`config.mk`:
```
export PLATFORM = sky130hd
export DESIGN_NAME = mepu_front
export DESIGN_NICKNAME = d
export VERILOG_FILES = /design/src/mepu_pkg.sv /design/src/mepu_front.sv
export SDC_FILE = /design/constraint.sdc
export NUM_CORES = 1
export LEC_CHECK = 0
export ABC_CLOCK_PERIOD_IN_PS = 2600
export BUFFER_PORTS_ARGS = -buffer_cell sky130_fd_sc_hd__buf_2
export CORE_ASPECT_RATIO = 0.75
export CORE_MARGIN = 1
export CORE_UTILIZATION = 50
export DETAILED_ROUTE_END_ITERATION = 6
export HOLD_SLACK_MARGIN = 0.08
export PLACE_DENSITY = 0.78
export SLEW_MARGIN = 15
export SYNTH_ARGS = -nofsm -noshare
export SYNTH_HDL_FRONTEND = slang
export SYNTH_SLANG_ARGS = --single-unit
```
`constraint.sdc`:
```
create_clock -name clk_i -period 2.6 [get_ports clk_i]
set_input_delay 0.52 -clock clk_i [delete_from_list [all_inputs] [get_ports clk_i]]
set_output_delay 0.52 -clock clk_i [all_outputs]
set_load 0.005 [all_outputs]
```
`src/mepu_pkg.sv`:
```
`default_nettype none

package mepu_pkg;

  // Clamp limits for the image dimensions in use.
  localparam int unsigned MaxWidth  = 256;
  localparam int unsigned MaxHeight = 256;

  localparam int unsigned CountBitsDef = 20;

  // Precision scale and the quotient bits it needs.
  localparam int unsigned Permyriad = 10000;
  localparam int unsigned PrecBits  = $clog2(Permyriad + 1);

  localparam int unsigned StoreDepth = 65536;
  localparam int unsigned QueueDepth = 2;

  typedef enum logic {
    CmdWrite = 1'b0,
    CmdMatch = 1'b1
  } cmd_e;

  typedef enum logic [1:0] {
    CfgImageWidth  = 2'd0,
    CfgImageHeight = 2'd1,
    CfgInlierRadius = 2'd2
  } cfg_idx_e;

  // One classified item on its way from front to back.
  typedef struct packed {
    cmd_e               cmd;
    logic [15:0]        addr;
    logic [31:0]        truth;     // {truth_v, truth_u}
    logic signed [13:0] disp_u;    // integer displacement
    logic signed [13:0] disp_v;
    logic               in_bounds;
    logic               last;
  } entry_t;

endpackage

`default_nettype wire

```
`src/mepu_front.sv`:
```
`default_nettype none

module mepu_front (
  input  logic                 clk_i,
  input  logic                 rst_ni,
  input  logic                 in_valid_i,
  output logic                 in_ready_o,
  input  logic                 command_i,
  input  logic [15:0]          pixel_index_i,
  input  logic signed [15:0]   truth_u_i,
  input  logic signed [15:0]   truth_v_i,
  input  logic signed [16:0]   src_x_i,
  input  logic signed [16:0]   src_y_i,
  input  logic signed [16:0]   dst_x_i,
  input  logic signed [16:0]   dst_y_i,
  input  logic                 last_match_i,
  input  logic [8:0]           image_width_i,
  input  logic [8:0]           image_height_i,
  output logic                 push_valid_o,
  input  logic                 push_ready_i,
  output mepu_pkg::entry_t     push_entry_o
);
  import mepu_pkg::*;

  function automatic logic [8:0] clamp_dim(input logic [8:0] v, input int unsigned maxv);
    logic [8:0] r;
    r = v;
    if (v == 9'd0) begin
      r = 9'd1;
    end else if (int'(v) > int'(maxv)) begin
      r = 9'(maxv);
    end
    return r;
  endfunction

  logic [8:0]         w, h;
  logic [16:0]        tx, ty;
  logic signed [12:0] px, py;
  logic signed [17:0] dsp_x, dsp_y;
  logic [17:0]        tdx, tdy;
  logic               inb;
  logic [20:0]        lin;
  entry_t             cls;
  entry_t             stage_q;
  logic               stage_valid_q, stage_valid_d;
  logic               accept;

  assign w = clamp_dim(image_width_i, MaxWidth);
  assign h = clamp_dim(image_height_i, MaxHeight);

  // Truncate toward zero: bias negatives by 15 before the shift.
  assign tx = src_x_i + {13'd0, {4{src_x_i[16]}}};
  assign ty = src_y_i + {13'd0, {4{src_y_i[16]}}};
  assign px = tx[16:4];
  assign py = ty[16:4];

  assign dsp_x = 18'(dst_x_i) - 18'(src_x_i);
  assign dsp_y = 18'(dst_y_i) - 18'(src_y_i);
  assign tdx   = dsp_x + {14'd0, {4{dsp_x[17]}}};
  assign tdy   = dsp_y + {14'd0, {4{dsp_y[17]}}};

  assign inb = !px[12] && !py[12] && (px[11:0] < 12'(w)) && (py[11:0] < 12'(h));
  assign lin = 21'(py[11:0]) * 21'(w) + 21'(px[11:0]);

  always_comb begin
    cls.cmd       = cmd_e'(command_i);
    cls.truth     = {truth_v_i, truth_u_i};
    cls.disp_u    = tdx[17:4];
    cls.disp_v    = tdy[17:4];
    cls.in_bounds = inb;
    cls.last      = last_match_i;
    if (cmd_e'(command_i) == CmdWrite) begin
      cls.addr = pixel_index_i;
    end else begin
      cls.addr = lin[15:0];
    end
  end

  assign in_ready_o    = !stage_valid_q || push_ready_i;
  assign accept        = in_valid_i && in_ready_o;
  assign stage_valid_d = accept || (stage_valid_q && !push_ready_i);

  always_ff @(posedge clk_i or negedge rst_ni) begin
    if (!rst_ni) begin
      stage_valid_q <= 1'b0;
    end else begin
      stage_valid_q <= stage_valid_d;
    end
  end

  always_ff @(posedge clk_i) begin
    if (accept) begin
      stage_q <= cls;
    end
  end

  assign push_valid_o = stage_valid_q;
  assign push_entry_o = stage_q;

endmodule

`default_nettype wire

```
==> out/results.tsv <==
metric	value	unit
Crit Path Class	in2reg	
drt first pass iters	7	
Boundary Pins	221	
CP max stage delay	550	ps
yosys synthesis warning count	0	
Post-Synthesis Mean Instance Area	9.323	µm²
Slew headroom	53.49	%
NetSw	4144	µW
H-tree lvl count	3	
Async SR Flop Fraction	1.250	%
worst hold path class	in2reg	
Initial Utilization	51.65	%
wire length per cell	22.70	µm
CP Buf/Inv Count	7	
worst slack, placed	-4186	ps
initial antenna violation count	1	
largest net degree at the start of global routing	38	
Die Footprint	0.01895	mm²
power share of the combinational group	70.5	%
dpl hpwl	24340	µm
Worst Setup SP	src_y_i[16]	
CP top delay family	adder cells	
Slew Viols, Final	0	
final setup fails	45	
Seq/Total Area, Yosys	26.05	%
WP data required	2690	ps
final clock skew	10.43	ps
worst-path fanout max	4	
synth unique cells	67	
Avg Vias per Cell	6.048	
RePlAce Congestion	0.9544	
Rows	42	
Max Buffers Root-to-Sink	2	
top_reg_cell synth	edfxtp_1	
end-of-flow core utilization	86.37	%
Die Span Y	119.5	µm
fin area	0.01539	mm²
Flop pwr share	16.8	%
Clk pwr share	12.7	%
Post-synth EDFFs	79	
Post-Syn Nets	1297	
# DRC	4	
grt total ovfl	0	
Worst Setup EP	push_entry_o[76]	
Starting DRT DRC Count	1502	
critical path endpoint category	flip-flop	
gr usage total	35.51	%
reg-to-reg critical path startpoint	push_valid_o	
Cell Pwr Density	671.0	mW/mm²
clock sink total	80	
IO buf count	220	
Levels on crit path	26	
CP startpoint kind	primary input	
via count	10910	
hold slack	338.0	ps
Reg-to-Reg End	push_entry_o[37]	
nets	1866	
cell internal pwr	6180	µW
Post-Syn Area	0.009201	mm²
R2R Setup Slk	1050	ps
first-pass GRT wire length	51410	µm
vias in the first global route	10080	
area delta synth->final	67.22	%
layout cells sized above 1	54.32	%
failing checks	design-rule violations, negative setup slack	
Tcrit/Tclk final	254.3	%
Fin. Hold Viols	0	
status	complete, but fails checks	
Die Wd	158.6	µm
switch share	40.14	%
R2R cell count	3	
Least-Margin Pin Slew	692.7	ps
Routed Wire Length	40950	µm
Worst path slowest cell	fa_1	
TritonCTS Buffers	9	
Reg clk slew, reported paths	70	ps
unrepaired setup endpoints after global routing	yes	
min Tclk post-route	6612	ps
max_cap viols	0	
PnR worst setup slack	-4012	ps
Final ANT Viol Nets	0	
maximum vdd ir drop	0.0006323	V
Worst EP arrival	6710	ps
Leakage Power	0.007256	µW
most frequent cell on the critical path	fa_1	
CTS tree	built	
clk_lat worst skew	350	ps
Gate Count Post-Synth	987	
count of state elements after synthesis	80	
Placeable Area	0.01781	mm²
Max Fclk	151.2	MHz
Root Buffer	clkbuf_16	
Post-Route Setup TNS	-77660	ps
placed cell areas	0.01335	mm²
-- sequential cells by signal (all words and copies together) (netlist names) --
name / flops
push_valid_o: 1
push_entry_o: 79
-- worst min path at each step --
stage | from | endpoint | depth (start not counted) | slack, ps
after floorplan | rst_ni | push_valid_o | 0 | 220
after global placement | rst_ni | push_valid_o | 1 | 300
after detailed placement | rst_ni | push_valid_o | 1 | 300
after CTS | truth_v_i[0] | push_entry_o[46] | 1 | 330
after global routing | truth_u_i[10] | push_entry_o[40] | 1 | 340
final | truth_v_i[0] | push_entry_o[46] | 1 | 340
-- layout make-up --
| cell class | instances | area [µm²] |
|---|---|---|
| Antenna cell | 1 | 2.502 |
| Clock buffer | 9 | 225.2 |
| Clock inverter | 7 | 81.33 |
| Fill cell | 734 | 2429 |
| Inverter | 151 | 605.6 |
| Multi-Input combinational cell | 740 | 7731 |
| Sequential cell | 80 | 2397 |
| Tap cell | 242 | 302.8 |
| Timing Repair Buffer | 574 | 4040 |
-- cells in the final DEF, fill, tap and decap left out, drive strengths merged, types with 4 or more instances in the layout --
master / instances
o21a: 10
nor2b: 7
clkinv: 7
a211oi: 9
xor2: 22
o21bai: 6
a31oi: 9
ha: 97
edfxtp: 79
o211ai: 8
and2: 9
nand2: 79
nor4: 8
fa: 73
nand4: 8
or3: 6
clkbuf: 10
inv: 149
a21oi: 46
or4: 6
nor2: 98
o31a: 4
and3: 9
nand3: 22
mux2: 10
nor3: 18
or2: 12
xnor2: 66
nand2b: 10
a2111oi: 4
a21o: 14
o31ai: 5
buf: 572
o21ai: 25
o2111ai: 4
-- synthesized netlist by cell type, types with 8 or more instances --
cell type	count	area (µm²)
a211oi_1	9	67.56
a21o_1	14	105.1
a21oi_1	45	225.2
a31oi_1	9	56.30
and2_1	9	56.30
and3_1	9	56.30
clkbuf_1	15	56.30
edfxtp_1	79	2372
fa_1	73	1461
ha_1	97	1214
inv_1	148	555.5
mux2_2	10	112.6
nand2_1	79	296.5
nand2b_1	9	56.30
nand3_1	22	110.1
nand4_1	8	50.05
nor2_1	98	367.9
nor3_1	18	90.09
o211ai_1	8	60.06
o21a_1	10	75.07
o21ai_0	24	120.1
or2_2	12	75.07
xnor2_1	66	578.1
xor2_1	22	192.7
-- cells by family after synthesis --
kind of cell             after synthesis  share of synthesized area (%)
AND/OR/NAND/NOR                      300                          15.50
AO/OA/AOI/OAI                        171                          12.84
adder cells (fa/ha/maj)              170                          29.07
buffers and inverters                167                          6.826
XOR/XNOR                              88                          8.376
flip-flops                            80                          26.05
multiplexers                          11                          1.333
-- layer usage --
metal | track usage, % | up-vias | part of all wire (%)
met5 | 0 | - | 0
met4 | 9.615 | 0 | 6.9
met3 | 8.588 | 320 | 12
met2 | 57.89 | 969 | 45
met1 | 46.82 | 5098 | 36
li1 | - | 4524 | -
-- what timing repair did --
| item | in CTS | in global routing |
|---|---|---|
| pin swaps | 114 | 105 |
| buffers inserted | 31 | 34 |
| hold buffers | 1 | 0 |
| setup endpoints to repair | 45 | 45 |
| gates resized for setup | 166 | 117 |
| hold endpoints to repair | 1 | 0 |
-- power by group through the flow --
stage	registers, µW	clock network (µW)	logic (µW)
finish	1730	1310	7280
global route	1750	1380	7720
CTS	1730	1320	6100
detailed placement	1760	0	5180
global placement	1750	0	5000
floorplan	1790	0	3080
-- stage by stage --
step / power, µW / std cells
final: 10320 / 1804
after global routing: 10850 / 1803
after CTS: 9147 / 1778
after detailed placement: 6945 / 1732
after global placement: 6751 / 1732
after floorplan: 4866 / 987
(Power assumes the default switching activity.)
