File: src/mepu_pkg.sv
`default_nettype none

package mepu_pkg;

  // Clamp limits for the image dimensions in use.
  localparam int unsigned MaxWidth  = 256;
  localparam int unsigned MaxHeight = 256;

  localparam int unsigned CountBitsDef = 20;

  // Precision scale and the quotient bits it needs.
  localparam int unsigned Permyriad = 10000;
  localparam int unsigned PrecBits  = $clog2(Permyriad + 1);

  localparam int unsigned StoreDepth = 65536;
  localparam int unsigned QueueDepth = 2;

  typedef enum logic {
    CmdWrite = 1'b0,
    CmdMatch = 1'b1
  } cmd_e;

  typedef enum logic [1:0] {
    CfgImageWidth  = 2'd0,
    CfgImageHeight = 2'd1,
    CfgInlierRadius = 2'd2
  } cfg_idx_e;

  // One classified item on its way from front to back.
  typedef struct packed {
    cmd_e               cmd;
    logic [15:0]        addr;
    logic [31:0]        truth;     // {truth_v, truth_u}
    logic signed [13:0] disp_u;    // integer displacement
    logic signed [13:0] disp_v;
    logic               in_bounds;
    logic               last;
  } entry_t;

endpackage

`default_nettype wire

File: src/mepu_queue.sv
`default_nettype none

module mepu_queue (
  input  logic             clk_i,
  input  logic             rst_ni,
  input  logic             push_valid_i,
  output logic             push_ready_o,
  input  mepu_pkg::entry_t push_entry_i,
  output logic             pop_valid_o,
  input  logic             pop_ready_i,
  output mepu_pkg::entry_t pop_entry_o
);
  import mepu_pkg::*;

  localparam int unsigned PtrBits = (QueueDepth > 1) ? $clog2(QueueDepth) : 1;
  localparam int unsigned CntBits = $clog2(QueueDepth + 1);

  entry_t               slots_q [QueueDepth];
  logic [PtrBits-1:0]   wr_ptr_q, wr_ptr_d, rd_ptr_q, rd_ptr_d;
  logic [CntBits-1:0]   cnt_q, cnt_d;
  logic                 push, pop;

  assign push_ready_o = (cnt_q != CntBits'(QueueDepth));
  assign pop_valid_o  = (cnt_q != '0);
  assign push         = push_valid_i && push_ready_o;
  assign pop          = pop_valid_o && pop_ready_i;
  assign pop_entry_o  = slots_q[rd_ptr_q];

  always_comb begin
    wr_ptr_d = wr_ptr_q;
    rd_ptr_d = rd_ptr_q;
    cnt_d    = cnt_q;
    if (push) begin
      wr_ptr_d = (wr_ptr_q == PtrBits'(QueueDepth - 1)) ? '0 : wr_ptr_q + 1'b1;
    end
    if (pop) begin
      rd_ptr_d = (rd_ptr_q == PtrBits'(QueueDepth - 1)) ? '0 : rd_ptr_q + 1'b1;
    end
    if (push && !pop) begin
      cnt_d = cnt_q + 1'b1;
    end else if (pop && !push) begin
      cnt_d = cnt_q - 1'b1;
    end
  end

  always_ff @(posedge clk_i or negedge rst_ni) begin
    if (!rst_ni) begin
      wr_ptr_q <= '0;
      rd_ptr_q <= '0;
      cnt_q    <= '0;
    end else begin
      wr_ptr_q <= wr_ptr_d;
      rd_ptr_q <= rd_ptr_d;
      cnt_q    <= cnt_d;
    end
  end

  always_ff @(posedge clk_i) begin
    if (push) begin
      slots_q[wr_ptr_q] <= push_entry_i;
    end
  end

endmodule

`default_nettype wire

File: config.mk
export PLATFORM = sky130hd
export DESIGN_NAME = mepu_queue
export DESIGN_NICKNAME = d
export VERILOG_FILES = /design/src/mepu_pkg.sv /design/src/mepu_queue.sv
export SDC_FILE = /design/constraint.sdc
export NUM_CORES = 1
export LEC_CHECK = 0
export ABC_AREA = 1
export BUFFER_PORTS_ARGS = -buffer_cell sky130_fd_sc_hd__buf_2
export CORE_MARGIN = 2
export CORE_UTILIZATION = 35
export DETAILED_ROUTE_END_ITERATION = 8
export PLACE_DENSITY = 0.59
export SLEW_MARGIN = 20
export SYNTH_ARGS = -nofsm -noshare
export SYNTH_HDL_FRONTEND = slang
export SYNTH_SLANG_ARGS = --single-unit
File: constraint.sdc
create_clock -name clk_i -period 5.3 [get_ports clk_i]
set_input_delay 0.53 -clock clk_i [delete_from_list [all_inputs] [get_ports clk_i]]
set_output_delay 0.53 -clock clk_i [all_outputs]
set_load 0.02 [all_outputs]
==> impl_metrics.ini, run 1 <==
[die]
std_cell_rows = 47
die_y_um = 135
core_mm2 = 0.0167
dieArea_mm2 = 0.0183
io_pins = 164
dieWidth_um = 135
start_util_pct = 36.1

[route]
via_count = 3705
firstDrtPassIters = 4
final_antenna_net_count = 0
routed_wl_mm = 12.1
drc = 0
drt_first_iter_violations = 159
viasPerCell = 4.40
routedWlPerCell_um = 14.4

[critical_path]
start_kind = register
path_max_fanout = 81
arrival_ns = 2.34
crit_start = rd_ptr_q
critical_path_class = register to output pin
ff2ff_setup_slack_ns = 3.27
r2r_cells = 5
required_ns = 4.77
endpoint_kind = output pin
r2r-end = slots_q[1][28]
r2r_start = cnt_q[0]

[clock_network]
cts_buffers = 17
clk_pin_slew_ns = 0.06
clkSinkCount = 162
root_buffer = clkbuf_16
cts_tree = done
cts_resized = 0
cts_htree_levels = 4
clk_path_buf_depth = 2
clock_latency_ns = 0.42

[global_routing]
grt_max_degree = 82
grt_usage_pct = 13.8
grt_pass1_wl_mm = 18.9
overflow = 0
antenna_found_initial = 2
grt_pass1_vias = 3742

[synth]
synth_fp_nets = 525
ys_warn_count = 0
ys_types = 14
ys_ff_latch = 162
syn-mean-instance-area_um2 = 13.7
yosysSeqAreaShare_pct = 80.4
synth.cell_area_mm2 = 0.00602
syn_inst = 441

[sta]
finalHoldViolCount = 0
setup_violations = 0
slew_violations = 0
tns_ns = 0
fmax_ghz = 0.348
min_period_over_period_pct = 54.2
rsz0062_at_grt = false
tightest_slew_ns = 0.962
fin_skew_ns = 0.00839
min_period_ns = 2.87
max_slew_margin_pct = 35.9

[layout]
mostFrequentLayoutCells = 246 x nand2_1, 163 x buf_2, 158 x edfxtp_1, 17 x clkbuf_16
finalNetCount = 694
final_common_cell = nand2_1
drive_gt1_share_pct = 31.7
fill_cells = 1539
finalInstanceArea_mm2 = 0.00767
syn2layout_area_growth_pct = 27.3

[worst_hold_path]
hold_depth = 1
holdCritStartpoint = push_entry_i[75]
hold-path-endpoint = slots_q[0][75]
hold_path_class = input pin to register

[placement]
dpl_cell_area_mm2 = 0.00699
io_buffers = 163
place.detailed.hpwl_mm = 7.21
place_congestion = 0.695

[power]
p_leak_nw = 3.29
netSwitchingPower_mw = 1.67
p_sw_share_pct = 35.4
clockPowerShare_pct = 28.3
p_seq_share_pct = 40.7
p_comb_share_pct = 31.0
max-vdd-ir-drop_mv = 0.256
internal_power_mw = 3.05
p_per_area_mw_per_mm2 = 616

[outcome]
status = complete, no violations

[flow_run]
drv_cap = 0
==> cell type report <==
class | instances | area (µm²) | area share, %
clock inverters | 11 | 209 | 2.72
repair buffers | 167 | 865 | 11.3
inverters | 7 | 33.8 | 0.441
flip-flops and latches | 162 | 4850 | 63.2
diodes | 1 | 2.50 | 0.0326
well taps | 220 | 275 | 3.59
clock buffers | 20 | 437 | 5.69
multi-input cells | 255 | 998 | 13.0
==> metrics by stage <==
| stage | setup WS [ns] | total power, mW | util, % | hold slack [ns] | cells |
|---|---|---|---|---|---|
| final | 2.43 | 4.73 | 45.9 | 0.296 | 843 |
| after global routing | 2.25 | 5.00 | 45.9 | 0.279 | 843 |
| after CTS | 2.38 | 4.78 | 45.8 | 0.274 | 841 |
| after detailed placement | 2.59 | 3.43 | 41.8 | 0.344 | 809 |
| after global placement | 2.60 | 3.41 | 41.8 | 0.339 | 809 |
| after floorplan | 0.750 | 2.97 | - | 0.234 | 441 |
==> sequential cells by signal, indices dropped and copies added (netlist names) <==
signal / count
rd_ptr_q: 1
wr_ptr_q: 1
cnt_q: 2
slots_q: 158
==> Yosys cell counts (all sizes together) <==
cell | instances | area (µm²)
nand3 | 2 | 10.0
nor2 | 2 | 7.51
xor2 | 1 | 8.76
dfrtp | 4 | 100
nand4 | 1 | 6.26
xnor2 | 1 | 8.76
ha | 1 | 12.5
edfxtp | 158 | 4740
buf | 17 | 161
nand2 | 247 | 930
inv | 7 | 33.8
==> logic make-up after synthesis <==
group / Yosys count / synth area share (%)
flip-flops: 162 / 80.4
buffers and inverters: 24 / 3.24
AND/OR/NAND/NOR: 252 / 15.8
adder cells (fa/ha/maj): 1 / 0.208
XOR/XNOR: 2 / 0.291
==> repair_timing <==
item | 4_1_cts | 5_1_grt
hold buffers | 1 | 0
endpoints found under the hold margin | 4 | 0
endpoints found under the setup margin | 0 | 0
buffers inserted | 0 | 0
==> how the worst max path moves through the flow <==
stage                                  to  slack [ns]  cells past startpoint
after floorplan             slots_q[0][0]        0.75                      4
after global placement     slots_q[1][78]        2.60                      4
final                     pop_entry_o[48]        2.43                      4
after global routing      pop_entry_o[76]        2.25                      4
after CTS                 pop_entry_o[76]        2.38                      4
after detailed placement   slots_q[1][69]        2.59                      4
==> power by group through the flow <==
| stage | sequential [mW] | clock, mW | combinational [mW] |
|---|---|---|---|
| after detailed placement | 1.96 | 0 | 1.48 |
| after global routing | 1.96 | 1.42 | 1.62 |
| after CTS | 1.93 | 1.37 | 1.49 |
| after floorplan | 1.87 | 0 | 1.11 |
| after global placement | 1.95 | 0 | 1.46 |
| final | 1.92 | 1.34 | 1.46 |
==> critical path: stages, from the launching register on <==
cell and delay (ns):
dfrtp_4 1.06, inv_8 0.37, nand2_1 0.17, nand2_1 0.08
buf_2 0.16
==> routing by layer <==
| metal | part of all wire [%] | wire length, µm | track usage [%] |
|---|---|---|---|
| met1 | 40 | 4870 | 15.4 |
| met2 | 51 | 6170 | 23.9 |
| met3 | 6.9 | 837 | 4.79 |
| met4 | 1.7 | 207 | 5.67 |
| met5 | 0.11 | 13 | 0 |
Power figures use the tool's default switching activity.
==> inputs of run 2 (changes only) <==
Settings changed: PLACE_DENSITY 0.59 to 0.61.
Clock period 5.3 ns to 2.3 ns, I/O delays scaled along.
==> run 2 against run 1 <==
  * Clock skew increased by 0.00098 ns
  * Cell area increased by 9.0%
  * First-iteration DRC count increased by 40%
  * Highest routed layer unchanged
  * Power increased by 120%
  * Count of clock-buffer cells in the layout decreased by 3
  * Sequential cell count unchanged
  * Combinational power increased to 2.6 times the previous value
==> impl_metrics.ini, run 2 (synthesis gave the netlist of run 1 again) <==
[critical_path]
required_ns = 2.07
arrival_ns = 1.69
r2r_cells = 5
critPathMaxStageDelay_ns = 0.46
r2r_start = cnt_q[0]
path_cells = buf_4, nand2_1, nand2_1, buf_2
r2r-end = slots_q[1][24]
cp_slowest_cell = dfrtp_4
path_max_fanout = 46
start_kind = register
cp_common_cell = nand2_1
ff2ff_setup_slack_ns = 0.67
cp.buffers_inverters = 2
endpoint_kind = output pin
critical_path_class = register to output pin
path_delay_family = buffers and inverters

[layout]
fin_cells = 921
drive_gt1_share_pct = 29.5
multi_input_area_mm2 = 0.00101
diodes = 0
regMostFlops = slots_q
ff_latch_area_mm2 = 0.00485
final_common_cell = nand2_1
finalNetCount = 772
syn2layout_area_growth_pct = 38.8
largest_register_ff_count = 158
mostFrequentLayoutCells = 245 x nand2_1, 163 x buf_2, 158 x edfxtp_1, 76 x dlygate4sd3_1, 17 x clkbuf_16
utilization_pct = 50.0
top_regs = slots_q: 158 flops, cnt_q: 2 flops
fill_cells = 1496

[global_routing]
grt_pass1_wl_mm = 19.7
grt_pass1_vias = 4024
antenna_found_initial = 1
grt_usage_pct = 14.0
grt_max_degree = 81
overflow = 0

[worst_hold_path]
hold_path_class = input pin to register
holdCritStartpoint = push_entry_i[14]
hold_depth = 1
hold-path-endpoint = slots_q[0][14]

[power]
p_leak_nw = 3.57
p_per_area_mw_per_mm2 = 1250
power_mw = 10.5
max-vdd-ir-drop_mv = 0.662

[clock_network]
cts_tree = done
cts_htree_levels = 4
root_buffer = clkbuf_16
clkSinkCount = 162
clock_latency_ns = 0.42
cts_buffers = 17
clk_path_buf_depth = 2
post_cts_buffers = 0
clk_pin_slew_ns = 0.06

[die]
core_mm2 = 0.0167
dieWidth_um = 135
dieArea_mm2 = 0.0183
start_util_pct = 36.1
die_y_um = 135
io_pins = 164
std_cell_rows = 47

[sta]
setup_violations = 0
slew_violations = 0
rsz0062_at_grt = false
tns_ns = 0
min_period_over_period_pct = 83.5
fmax_ghz = 0.521
fin_skew_ns = 0.00936
max_slew_margin_pct = 67.9
finalHoldViolCount = 0
tightest_slew_ns = 0.482
min_period_ns = 1.92

[outcome]
status = complete, no violations

[route]
firstDrtPassIters = 4
final_antenna_net_count = 0
via_count = 3972
viasPerCell = 4.31
routedWlPerCell_um = 13.5
drc = 0
routed_wl_mm = 12.5
drt_first_iter_violations = 223

[placement]
place.detailed.hpwl_mm = 7.64
io_buffers = 163
place_inst = 813
place_congestion = 0.699

[flow_run]
drv_cap = 0
## run 2: cell count changes in the layout (fill, tap and decap cells not counted), sizes merged, moves of 3 or more
| cell | change |
|---|---|
| clkbuf | -3 |
| buf | +3 |
| clkinv | +3 |
| inv | +3 |
| clkinvlp | +4 |
| bufinv | -6 |
| dlygate4sd3 | +75 |
## run 2: repair_timing
item | CTS | global route
gates resized for setup | 0 | 0
hold endpoints to repair | 150 | 2
hold buffers | 75 | 1
## run 2: stage by stage
stage	area [µm²]	hold slack, ns	worst slack [ns]
2_1_floorplan	6050	-0.0656	0.0261
3_3_place_gp	7060	0.0418	0.703
3_5_place_dp	7060	0.0498	0.658
4_1_cts	8350	0.000304	0.333
5_1_grt	8360	0.00214	0.236
6_report	8360	0.0163	0.379
## run 2: layout make-up
class | count | area share, %
well taps | 220 | 3.29
inverters | 7 | 0.404
repair buffers | 245 | 19.9
flip-flops and latches | 162 | 58.0
multi-input cells | 255 | 12.0
clock buffers | 17 | 5.09
clock inverters | 15 | 1.32
## run 2: how the worst max path moves through the flow
stage | startpoint | endpoint | slack [ns] | cells past startpoint
after floorplan | cnt_q[0] | slots_q[0][0] | 0.03 | 4
after CTS | rd_ptr_q | pop_entry_o[13] | 0.33 | 4
after detailed placement | cnt_q[0] | slots_q[1][38] | 0.66 | 5
final | rd_ptr_q | pop_entry_o[25] | 0.38 | 4
after global routing | rd_ptr_q | pop_entry_o[34] | 0.24 | 4
after global placement | cnt_q[0] | slots_q[1][38] | 0.70 | 5
## run 2: power breakdown
part           internal, mW  switching (mW)
registers              4.04           0.177
clock network          1.38            1.15
logic                  1.11            2.63
## run 2: routing by layer
layer  track usage [%]  vias up  wire length, µm
li1                  -     1976                -
met1              16.7     1858             5490
met2              24.2      123             6140
met3              4.12       13              692
met4              4.92        2              124
met5                 0        -               13
